**src/hdl/smta_pkg.sv**
```systemverilog
// Shared types and codes for the sparse matrix triplet adder.
// Depends on nothing; imported by sparse_matrix_triplet_add_core.
package smta_pkg;

    // Operation codes of an input transfer
    typedef enum logic [1:0] {
        OP_LOAD_FIRST  = 2'd0,
        OP_LOAD_SECOND = 2'd1,
        OP_START       = 2'd2
    } t_opcode;

    // Merge sequencer states, one-hot
    typedef enum logic [2:0] {
        ST_IDLE  = 3'b001,
        ST_FETCH = 3'b010,
        ST_EMIT  = 3'b100
    } t_state;

    // One stored triple: row, column, signed value
    typedef struct packed {
        logic [7:0]         row;
        logic [7:0]         column;
        logic signed [15:0] value;
    } t_term;

endpackage

```
**src/hdl/sparse_matrix_triplet_add_core.sv**
```systemverilog
// Sparse matrix triplet adder: two term memories and a merge sequencer.
// Depends on smta_pkg.
//
// Load transfers (opcode 0 or 1) append a (row, column, value) triple to the
// first or second term memory; loads into a full memory are dropped. A start
// transfer (opcode 2) merges the two lists in row-major position order,
// summing values of equal positions (zero sums are kept), and emits one result
// per term with out_last on the final one; both lists are then emptied. A
// start with both lists empty yields a single result with out_empty and
// out_last set. Each merged term passes a fetch state, which reads the heads
// of both memories into registers, and an emit state, which compares, adds
// and registers the result and waits while the output stalls. The input side
// stalls while a merge runs. Memory contents are not cleared by reset; only
// the control registers are: state, fill counts, head indices, out valid.
module sparse_matrix_triplet_add_core #(
    parameter int TERM_CAPACITY = 16
) (
    input  logic               i_clk,
    input  logic               i_rst_n,
    // input channel
    input  logic               i_in_valid,
    output logic               o_in_stall,
    input  logic [1:0]         i_opcode,
    input  logic [7:0]         i_term_row,
    input  logic [7:0]         i_term_column,
    input  logic signed [15:0] i_term_value,
    // result channel
    output logic               o_out_valid,
    input  logic               i_out_stall,
    output logic [7:0]         o_out_row,
    output logic [7:0]         o_out_column,
    output logic signed [16:0] o_out_value,
    output logic               o_out_last,
    output logic               o_out_empty
);
    import smta_pkg::*;

    localparam int IDX_W = (TERM_CAPACITY > 1) ? $clog2(TERM_CAPACITY) : 1;
    localparam int CNT_W = $clog2(TERM_CAPACITY + 1);
    localparam logic [CNT_W-1:0] CAP = CNT_W'(TERM_CAPACITY);

    // term memories
    t_term mem_first  [TERM_CAPACITY];
    t_term mem_second [TERM_CAPACITY];
    t_term r_rd_first;
    t_term r_rd_second;

    t_state           r_state, n_state;
    logic [CNT_W-1:0] r_cnt_first, n_cnt_first;
    logic [CNT_W-1:0] r_cnt_second, n_cnt_second;
    logic [CNT_W-1:0] r_i, n_i;
    logic [CNT_W-1:0] r_j, n_j;

    logic               r_out_valid, n_out_valid;
    logic [7:0]         r_out_row, n_out_row;
    logic [7:0]         r_out_column, n_out_column;
    logic signed [16:0] r_out_value, n_out_value;
    logic               r_out_last, n_out_last;
    logic               r_out_empty, n_out_empty;

    logic        in_xfer;
    logic        wr_first;
    logic        wr_second;
    logic        out_free;
    logic        have_a;
    logic        have_b;
    logic        take_a;
    logic        take_b;
    logic [15:0] key_a;
    logic [15:0] key_b;
    t_term       in_term;

    assign in_xfer    = i_in_valid && !o_in_stall;
    assign o_in_stall = (r_state != ST_IDLE);
    assign out_free   = !r_out_valid || !i_out_stall;

    assign in_term.row    = i_term_row;
    assign in_term.column = i_term_column;
    assign in_term.value  = i_term_value;

    // decode loads, drop those into a full memory
    always_comb begin
        wr_first  = 1'b0;
        wr_second = 1'b0;
        if (in_xfer) begin
            unique case (i_opcode)
                OP_LOAD_FIRST:  wr_first  = (r_cnt_first < CAP);
                OP_LOAD_SECOND: wr_second = (r_cnt_second < CAP);
                default: ;
            endcase
        end
    end

    // write appended terms, read list heads
    always_ff @(posedge i_clk) begin
        if (wr_first) begin
            mem_first[r_cnt_first[IDX_W-1:0]] <= in_term;
        end
        if (wr_second) begin
            mem_second[r_cnt_second[IDX_W-1:0]] <= in_term;
        end
        r_rd_first  <= mem_first[r_i[IDX_W-1:0]];
        r_rd_second <= mem_second[r_j[IDX_W-1:0]];
    end

    // compare the two heads
    assign have_a = (r_i < r_cnt_first);
    assign have_b = (r_j < r_cnt_second);
    assign key_a  = {r_rd_first.row, r_rd_first.column};
    assign key_b  = {r_rd_second.row, r_rd_second.column};

    always_comb begin
        take_a = 1'b0;
        take_b = 1'b0;
        priority if (have_a && have_b) begin
            take_a = (key_a <= key_b);
            take_b = (key_b <= key_a);
        end else if (have_a) begin
            take_a = 1'b1;
        end else if (have_b) begin
            take_b = 1'b1;
        end
    end

    // sequencer and output register
    always_comb begin
        n_state      = r_state;
        n_cnt_first  = r_cnt_first + CNT_W'(wr_first);
        n_cnt_second = r_cnt_second + CNT_W'(wr_second);
        n_i          = r_i;
        n_j          = r_j;
        n_out_valid  = r_out_valid && i_out_stall;
        n_out_row    = r_out_row;
        n_out_column = r_out_column;
        n_out_value  = r_out_value;
        n_out_last   = r_out_last;
        n_out_empty  = r_out_empty;
        unique case (r_state)
            ST_IDLE: begin
                n_i = '0;
                n_j = '0;
                if (in_xfer && (i_opcode == OP_START)) begin
                    n_state = ST_FETCH;
                end
            end
            ST_FETCH: begin
                n_state = ST_EMIT;
            end
            ST_EMIT: begin
                if (out_free) begin
                    n_i          = r_i + CNT_W'(take_a);
                    n_j          = r_j + CNT_W'(take_b);
                    n_out_valid  = 1'b1;
                    n_out_empty  = !have_a && !have_b;
                    n_out_last   = (n_i >= r_cnt_first) && (n_j >= r_cnt_second);
                    // zero position when neither list holds a term
                    n_out_row    = take_a ? r_rd_first.row
                                 : (take_b ? r_rd_second.row : 8'd0);
                    n_out_column = take_a ? r_rd_first.column
                                 : (take_b ? r_rd_second.column : 8'd0);
                    n_out_value  = (take_a ? 17'(r_rd_first.value) : 17'sd0)
                                 + (take_b ? 17'(r_rd_second.value) : 17'sd0);
                    if (n_out_last) begin
                        n_cnt_first  = '0;
                        n_cnt_second = '0;
                        n_state      = ST_IDLE;
                    end else begin
                        n_state = ST_FETCH;
                    end
                end
            end
            default: n_state = ST_IDLE;
        endcase
    end

    // advance state; control cleared by reset
    always_ff @(posedge i_clk) begin
        if (!i_rst_n) begin
            r_state      <= ST_IDLE;
            r_cnt_first  <= '0;
            r_cnt_second <= '0;
            r_i          <= '0;
            r_j          <= '0;
            r_out_valid  <= 1'b0;
        end else begin
            r_state      <= n_state;
            r_cnt_first  <= n_cnt_first;
            r_cnt_second <= n_cnt_second;
            r_i          <= n_i;
            r_j          <= n_j;
            r_out_valid  <= n_out_valid;
        end
        r_out_row    <= n_out_row;
        r_out_column <= n_out_column;
        r_out_value  <= n_out_value;
        r_out_last   <= n_out_last;
        r_out_empty  <= n_out_empty;
    end

    assign o_out_valid  = r_out_valid;
    assign o_out_row    = r_out_row;
    assign o_out_column = r_out_column;
    assign o_out_value  = r_out_value;
    assign o_out_last   = r_out_last;
    assign o_out_empty  = r_out_empty;

endmodule

```
**config.mk**
```make
export PLATFORM = sky130hd
export DESIGN_NAME = sparse_matrix_triplet_add_core
export DESIGN_NICKNAME = d
export VERILOG_FILES = /design/src/hdl/smta_pkg.sv /design/src/hdl/sparse_matrix_triplet_add_core.sv
export SDC_FILE = /design/constraint.sdc
export NUM_CORES = 1
export LEC_CHECK = 0
export ABC_CLOCK_PERIOD_IN_PS = 6100
export BUFFER_PORTS_ARGS = -buffer_cell sky130_fd_sc_hd__buf_4
export CAP_MARGIN = 20
export CORE_AREA = 2 2 310 312
export CTS_CLUSTER_DIAMETER = 120
export DETAILED_ROUTE_END_ITERATION = 12
export DIE_AREA = 0 0 312 314
export MAX_ROUTING_LAYER = met4
export PLACE_DENSITY_LB_ADDON = 0.2
export SKIP_LAST_GASP = 1
export SYNTH_ARGS = -nofsm -noshare
export SYNTH_HDL_FRONTEND = slang
export SYNTH_SLANG_ARGS = --single-unit
```
**constraint.sdc**
```tcl
create_clock -name i_clk -period 6.1 [get_ports i_clk]
set_input_delay 0.61 -clock i_clk [delete_from_list [all_inputs] [get_ports i_clk]]
set_output_delay 0.61 -clock i_clk [all_outputs]
set_load 0.01 [all_outputs]
```
==> metrics list, run 1 <==
- Gates resized during post-CTS repair numbered 0.
- Final routed DRC violation total: 0
- In this run the mean area of a mapped cell was 20.0 um2.
- Counting every net in the synthesized netlist gives 2312.
- For this run, the number of Yosys warnings is 0.
* Number of setup violations in the final report: 0
- The worst-case IR drop observed on VDD is 290 uV.
* Number of flops mapped to enable cells by yosys: 1059
- Setup slack on the worst flop-to-flop path: 1170 ps
* GRT Overall Usage: 22.7%
* Maximum number of pins on one net before global-route repair: 134
- Max Clock Skew: 35.4 ps
* DIE AREA: 98000 um2
- Worst-Skew Late Latency: 690 ps
- I/O Buffers: 74
- Post-route fraction of the period consumed by the critical path: 80.8%
- Die extent in y: 314 um
* Post-Route Setup TNS: 0 ps
- Maximum fanout along the worst path: 17
- Final antenna-violating net count: 0
- Fmax achieved: 203 MHz
* Placed Cells: 3498
- Type of the setup path with the least slack: flop to flop
- Number of instances on the worst hold path: 1
- In this run, distinct cell masters in the synthesized netlist total 56.
- Clock tree from TritonCTS: done
- Buffers inserted during clock tree synthesis total 112.
- Endpoint of the worst-slack reg-to-reg timing path: o_out_value[14]
- Crit path from: r_cnt_second[2]
- Detailed placement finished with a half-perimeter wire length of 58.9 mm.
* Number of iterations in the first detailed-routing pass: 5
* Crit path capture: o_out_value[14]
* Register-to-Register Path Depth: 16
* GPL Wtd Cong: 0.866
* Required @ worst endpoint: 6500 ps
- Global-route wire length before repair: 155 mm
- Once layout is complete, the cells apart from fillers number 3713.
- Synthesis produced 2215 cells.
* Post-synthesis cell area: 44300 um2
* Grt total ovfl: 0
- The H-tree generated during clock tree synthesis spans 3 levels.
- Worst hold slack: 325 ps
* Leak Pwr: 15.9 nW
* Least setup slack across all paths after layout: 1170 ps
* Hold violation total from the final report: 0
- The run finished with clean final reports.
- Row Count: 113
- The core region is 94400 um2.
- Layout Utilization: 53.4%
- Clock transition at the registers of the reported paths: 60 ps
- Nature of the critical path endpoint: flop
- Portion of the post-synthesis area used by sequential elements: 75.8%
- Overall via count from detail_route: 22000
- Once the floorplan was initialized, standard cells occupied 46.9% of the core.
* Cell at the root of the clock tree: sky130_fd_sc_hd__clkbuf_16
- Chip width: 312 um
- Initial antenna violation count: 4
- Yosys attributes the largest share of cell area to sky130_fd_sc_hd__edfxtp_1 72%, sky130_fd_sc_hd__mux4_2 11%, sky130_fd_sc_hd__dfxtp_1 4.0%.
* Worst Path Arrival: 5330 ps
- P&R area growth vs syn: 13.8%
* I/O pins: 75
* Async set or reset register ratio after synthesis: 0%
- # nets final: 2445
- Tightest Hold Check Type: primary input to flop
- Max-cap violations in this run came to 0.
* Final slew viol count: 0
* Largest area contributor in the synthesized netlist: sky130_fd_sc_hd__edfxtp_1
- Reg2Reg Launch Point: r_cnt_second[2]
- Cells with a size suffix above 1 make up 24.0% of the layout.
- Slew of the pin with the lowest slew margin: 1120 ps
* Vias in the first global route: 22300
* RSZ-0062 raised after global routing: no
- Post-synthesis register bit count: 1147
- Measured against its own limit, the worst slew margin works out to 24.9%.
- Violation count after the first detailed-route iteration: 2185
- Deepest clock path buffer count: 3
* Routed WL per cell: 28.8 um
- The clock drives 1147 sinks.
- STA classifies the critical path startpoint as a flop.
* Cts-stage hold buffer count: 0
- Routed via count divided by cell count: 5.92
- The most used flip-flop cell after synthesis is sky130_fd_sc_hd__edfxtp_1.
- Total power divided by cell area: 320 nW/um2
- Counting I/O delays and the setup requirement, the final critical path takes 4930 ps.
* Total wirelength of the detailed-routed design: 107 mm
- Area share of the leading cell type in the synthesized netlist: 71.8%
- Timing analysis after detailed placement gives a worst setup slack of 1220 ps.
- In this run the post-CTS setup repair buffer count came out at 0.
==> registers in the layout, summed over array words and instances (netlist names), 3 cells and up <==
register and cells:
r_i 5, r_cnt_first 5, o_out_column 8, key_a 16, o_out_value 17, mem_first 512, o_out_row 8, r_j 5
r_cnt_second 5, mem_second 512, r_state 3, key_b 16, r_rd_second 16, r_rd_first 16
==> final cells by class <==
type / count / area (um2)
diodes: 1 / 2.50
clock buffers: 171 / 3270
clock inverters: 42 / 433
fillers: 7478 / 44000
inverters: 30 / 113
multi-input cells: 931 / 10400
flip-flops and latches: 1147 / 33600
well taps: 1265 / 1580
repair buffers: 126 / 991
==> placed cells by master (no fill, tap or decap), types with 18 or more instances in the layout <==
master	Yosys	routed
sky130_fd_sc_hd__and2_1	23	22
sky130_fd_sc_hd__nand2_1	78	77
sky130_fd_sc_hd__buf_4	0	123
sky130_fd_sc_hd__ha_1	58	58
sky130_fd_sc_hd__clkbuf_1	63	38
sky130_fd_sc_hd__a22oi_1	33	33
sky130_fd_sc_hd__mux4_2	221	221
sky130_fd_sc_hd__a21oi_1	56	55
sky130_fd_sc_hd__o21ai_0	71	71
sky130_fd_sc_hd__clkbuf_8	0	18
sky130_fd_sc_hd__mux2i_1	107	107
sky130_fd_sc_hd__a221oi_1	32	32
sky130_fd_sc_hd__clkbuf_16	0	115
sky130_fd_sc_hd__dfxtp_1	88	80
sky130_fd_sc_hd__inv_1	30	29
sky130_fd_sc_hd__edfxtp_1	1059	1059
sky130_fd_sc_hd__nand3_1	25	25
sky130_fd_sc_hd__nor2_4	0	24
sky130_fd_sc_hd__mux2_2	26	26
==> metal layers <==
layer,routed length (um),up-vias,global-route usage (%)
li1,-,9337,-
met1,45800,11600,31.7
met2,49400,829,34.0
met3,8040,208,4.24
met4,3640,0,7.67
met5,0,-,-
==> synth_stat cells, types with 10 or more instances <==
cell type	count
sky130_fd_sc_hd__xnor2_1	17
sky130_fd_sc_hd__a22oi_1	33
sky130_fd_sc_hd__and2_1	23
sky130_fd_sc_hd__buf_2	31
sky130_fd_sc_hd__mux2_2	26
sky130_fd_sc_hd__ha_1	58
sky130_fd_sc_hd__mux2i_1	107
sky130_fd_sc_hd__mux4_2	221
sky130_fd_sc_hd__nor2b_1	13
sky130_fd_sc_hd__a21oi_1	56
sky130_fd_sc_hd__a22o_1	16
sky130_fd_sc_hd__a21boi_0	11
sky130_fd_sc_hd__nand2_1	78
sky130_fd_sc_hd__nand3_1	25
sky130_fd_sc_hd__clkbuf_1	63
sky130_fd_sc_hd__dfxtp_1	88
sky130_fd_sc_hd__o21ai_0	71
sky130_fd_sc_hd__inv_1	30
sky130_fd_sc_hd__nor2_1	41
sky130_fd_sc_hd__edfxtp_1	1059
sky130_fd_sc_hd__and3_1	14
sky130_fd_sc_hd__a21o_1	10
sky130_fd_sc_hd__a221oi_1	32
sky130_fd_sc_hd__buf_1	13
==> stage by stage <==
stage | total power [mW] | area (um2)
after floorplan | 9.13 | 44300
after global placement | 9.38 | 46700
after detailed placement | 9.40 | 46700
after CTS | 16.2 | 50400
after global routing | 16.6 | 50400
final | 16.1 | 50400
==> cell families after synthesis <==
| kind of cell | Yosys count | synth area share, % |
|---|---|---|
| AO/OA/AOI/OAI | 257 | 3.78 |
| XOR/XNOR | 25 | 0.494 |
| adder cells (fa/ha/maj) | 59 | 1.68 |
| buffers and inverters | 137 | 1.25 |
| flip-flops | 1147 | 75.8 |
| multiplexers | 354 | 14.3 |
| AND/OR/NAND/NOR | 236 | 2.69 |
==> worst min-delay path by stage <==
stage,endpoint,from,slack (ps)
after floorplan,r_state[2],r_state[0],450
after global placement,r_state[2],r_state[0],470
after detailed placement,r_state[2],r_state[0],500
after CTS,r_i[0],i_rst_n,280
after global routing,mem_second[12][1],i_term_value[1],310
final,mem_first[5][0],i_term_value[0],330
==> report_power, final <==
part	total, mW	switching (mW)	internal (mW)
Clock	6.87	2.88	3.99
Combinational	0.543	0.369	0.174
Sequential	8.70	0.0367	8.67
==> critical path: stages, from the launching register on <==
cell and delay [ps]:
sky130_fd_sc_hd__dfxtp_1 620, sky130_fd_sc_hd__inv_1 160, sky130_fd_sc_hd__ha_1 340, sky130_fd_sc_hd__a21o_1 120
sky130_fd_sc_hd__a31oi_1 40, sky130_fd_sc_hd__o21ai_1 430, sky130_fd_sc_hd__nor2_1 120, sky130_fd_sc_hd__a2bb2oi_2 580
sky130_fd_sc_hd__nor2b_1 120, sky130_fd_sc_hd__ha_1 270, sky130_fd_sc_hd__fa_1 490, sky130_fd_sc_hd__a211oi_1 260
sky130_fd_sc_hd__o21bai_1 140, sky130_fd_sc_hd__o41a_1 380, sky130_fd_sc_hd__a31oi_1 290, sky130_fd_sc_hd__a21oi_1 150
sky130_fd_sc_hd__xor2_1 160
No activity file was read; power rests on OpenSTA's default activity.
==> run 2, diff against run 1 <==
- ABC_CLOCK_PERIOD_IN_PS: 6100 -> 4250
- clock period: 6.1 -> 4.25 ns (I/O delays scaled with it)
==> run 2 against run 1 <==
  * Critical endpoint unchanged
  * Worst setup slack got worse by 1100 ps
  * Clock power rose by 42%
  * Routed wire length rose by 0.30%
  * Clock-buffer cell count decreased by 29
  * Clock skew decreased by 2.1 ps
  * Sequential share of layout area shrank 1.0 points
  * Core utilization increased by 0.85 points
  * Register-to-register slack worse by 1100 ps
==> metrics list, run 2 (same netlist as run 1, synthesis figures left out) <==
- The first detailed-routing pass ran for 5 iterations.
- In this run the vertical extent of the chip is 314 um.
- Initial antenna violation count: 1
- The worst-case IR drop observed on VDD is 346 uV.
- Summed over all layers, the global routing overflow is 0.
- Buffers placed on the I/O ports in this run total 74.
- Row Count: 113
- Status: finished clean
* Register-to-Register Path Depth: 18
- The total area inside the core boundary comes to 94400 um2.
* Slew of the pin with the lowest slew margin: 1010 ps
- Hold timing on the final database bottoms out at a slack of 126 ps.
- Relative to the synthesized area, the layout overhead comes to 15.6%.
* Count of non-filler cells in the finished layout: 3784
- The number of global-route vias before repair is 22400.
* Worst Path Arrival: 4590 ps
- The setup check on the worst reg-to-reg path leaves a slack of 90 ps.
* Violation count after the first detailed-route iteration: 2510
- Chip width: 312 um
* Cts-stage hold buffer count: 0
- Top library cells by usage in the layout, fill and taps aside: 1059 x sky130_fd_sc_hd__edfxtp_1, 221 x sky130_fd_sc_hd__mux4_2, 186 x sky130_fd_sc_hd__buf_4
* Post-route fraction of the period consumed by the critical path: 97.8%
- Setup violations remaining at the end of the flow were counted as 0.
- The net count of the finished layout is 2523.
- The later pin in the worst-skew pair is clocked with a latency of 690 ps.
* Hold violation total from the final report: 0
- Number of instances on the worst hold path: 2
- Overall via count from detail_route: 22100
- Type of element launching the critical path: flop
- For this design the ratio of total power to cell area is 452 nW/um2.
* Layout cell share with drive strength beyond 1: 26.8%
* Layer with the highest usage: met2
* FILL cells: 7268
* Detailed-placement wirelength estimate: 59.7 mm
- Met2 layer usage reported by global route: 34.2%
* H-tree level count: 3
* Nature of the critical path endpoint: flop
- Global routing consumed, on the met3 layer, 4.38% of the routing resources.
- TritonCTS created 113 clock buffers.
- Maximum fanout along the worst path: 8
- In this run the critical register-to-register path is captured at o_out_value[14].
- In this run the static leakage power is 16.3 nW.
- The die covers 98000 um2.
- Maximum number of pins on one net before global-route repair: 134
- No sink is reached through more buffers than the 3 on the longest clock path.
- The library cell used most frequently in the layout, excluding fill and tap cells, is sky130_fd_sc_hd__edfxtp_1.
- Global routing used 22.7% of the available tracks across all layers.
- The tree built by TritonCTS fans out to 1147 sinks.
- Cell at the root of the clock tree: sky130_fd_sc_hd__clkbuf_16
* Required @ worst endpoint: 4690 ps
- Final antenna-violating net count: 0
- In this run the most critical hold path is launched from i_rst_n.
- Final routed DRC violation total: 0
* Clock tree from TritonCTS: done
* Fmax achieved: 241 MHz
- In this run the tightest slew margin relative to its limit is 32.7%.
* Placed Cells: 3570
- Initial standard-cell utilization of the core: 46.9%
* Tightest Hold Check Type: primary input to flop
- Type of the setup path with the least slack: flop to flop
- Power, Total: 23.1 mW
- Routability-driven placement finished with a final weighted congestion of 0.830.
* Met1 Track Usage GR: 32.1%
* Routed via count divided by cell count: 5.85
- The routed design has 107 mm of wire.
* Final slew viol count: 0
- In this run the critical register-to-register path is launched from key_a[1].
- Routed WL per cell: 28.3 um
- Global-route wire length before repair: 155 mm
- Across the run, the number of max-cap violations was 0.
- The path with the worst hold slack has its endpoint at r_j[1].
- I/O pins: 75
- Max Clock Skew: 33.4 ps
- Subtracting the final worst setup slack from the clock period gives 4160 ps.
- Clock-pin slew was measured on the worst setup and hold paths at 70 ps.
[run 2: routing by layer]
metal	routed length, um	part of all wire (%)
met1	46900	44
met3	7750	7.2
met2	50200	47
met5	0	0
met4	2400	2.2
[run 2: worst max-delay path by stage]
stage,startpoint,to,slack (ps)
after floorplan,r_cnt_second[2],o_out_value[14],80
after global placement,key_a[1],o_out_value[14],70
after detailed placement,key_a[1],o_out_value[14],-160
after CTS,key_a[1],o_out_value[14],30
after global routing,key_a[1],o_out_value[14],-6
final,key_a[1],o_out_value[14],90
[run 2: per-stage QoR]
step                area [um2]  worst slack (ps)  util, %  setup TNS (ps)
detailed placement       47400              -159     50.2            -286
floorplan                44300              79.9        -               0
CTS                      51000              28.8     54.0               0
finish                   51200              92.3     54.2               0
global placement         47400              71.6     50.2               0
global route             51200             -6.33     54.2           -6.97
[run 2: timing repair]
action	CTS	global route
pin swaps	0	10
setup endpoints to repair	4	18
gates resized for setup	5	18
cloned	0	1
buffers inserted	0	6
[run 2: layout make-up]
class                           instances  area (um2)  area share (%)
Inverter                               30         113           0.220
Timing Repair Buffer                  203        1730            3.38
Clock inverter                         65         549            1.07
Clock buffer                          142        3080            6.02
Sequential cell                      1147       33600            65.6
Tap cell                             1265        1580            3.09
Antenna cell                            1        2.50         0.00489
Multi-Input combinational cell        931       10600            20.6
[run 2: critical path, cell delays in order (launching register included)]
cell and delay [ps]:
sky130_fd_sc_hd__dfxtp_1 340, sky130_fd_sc_hd__inv_1 50, sky130_fd_sc_hd__ha_1 310, sky130_fd_sc_hd__nor2b_2 160, sky130_fd_sc_hd__o211ai_1 190, sky130_fd_sc_hd__a2111oi_4 480, sky130_fd_sc_hd__nor3_4 70, sky130_fd_sc_hd__buf_12 150
sky130_fd_sc_hd__a2bb2oi_4 160, sky130_fd_sc_hd__buf_6 150, sky130_fd_sc_hd__nor2b_1 60, sky130_fd_sc_hd__ha_1 240, sky130_fd_sc_hd__fa_2 390, sky130_fd_sc_hd__a211oi_2 180, sky130_fd_sc_hd__o21bai_1 100, sky130_fd_sc_hd__o41a_1 450
sky130_fd_sc_hd__a31oi_4 200, sky130_fd_sc_hd__a21oi_2 100, sky130_fd_sc_hd__xor2_1 140
[run 2: where the power goes]
group	switching, mW	internal (mW)	leakage, nW
Combinational	0.566	0.316	4.24
Sequential	0.0482	12.4	10.3
Clock	4.12	5.64	1.79
Total	4.73	18.4	16.3
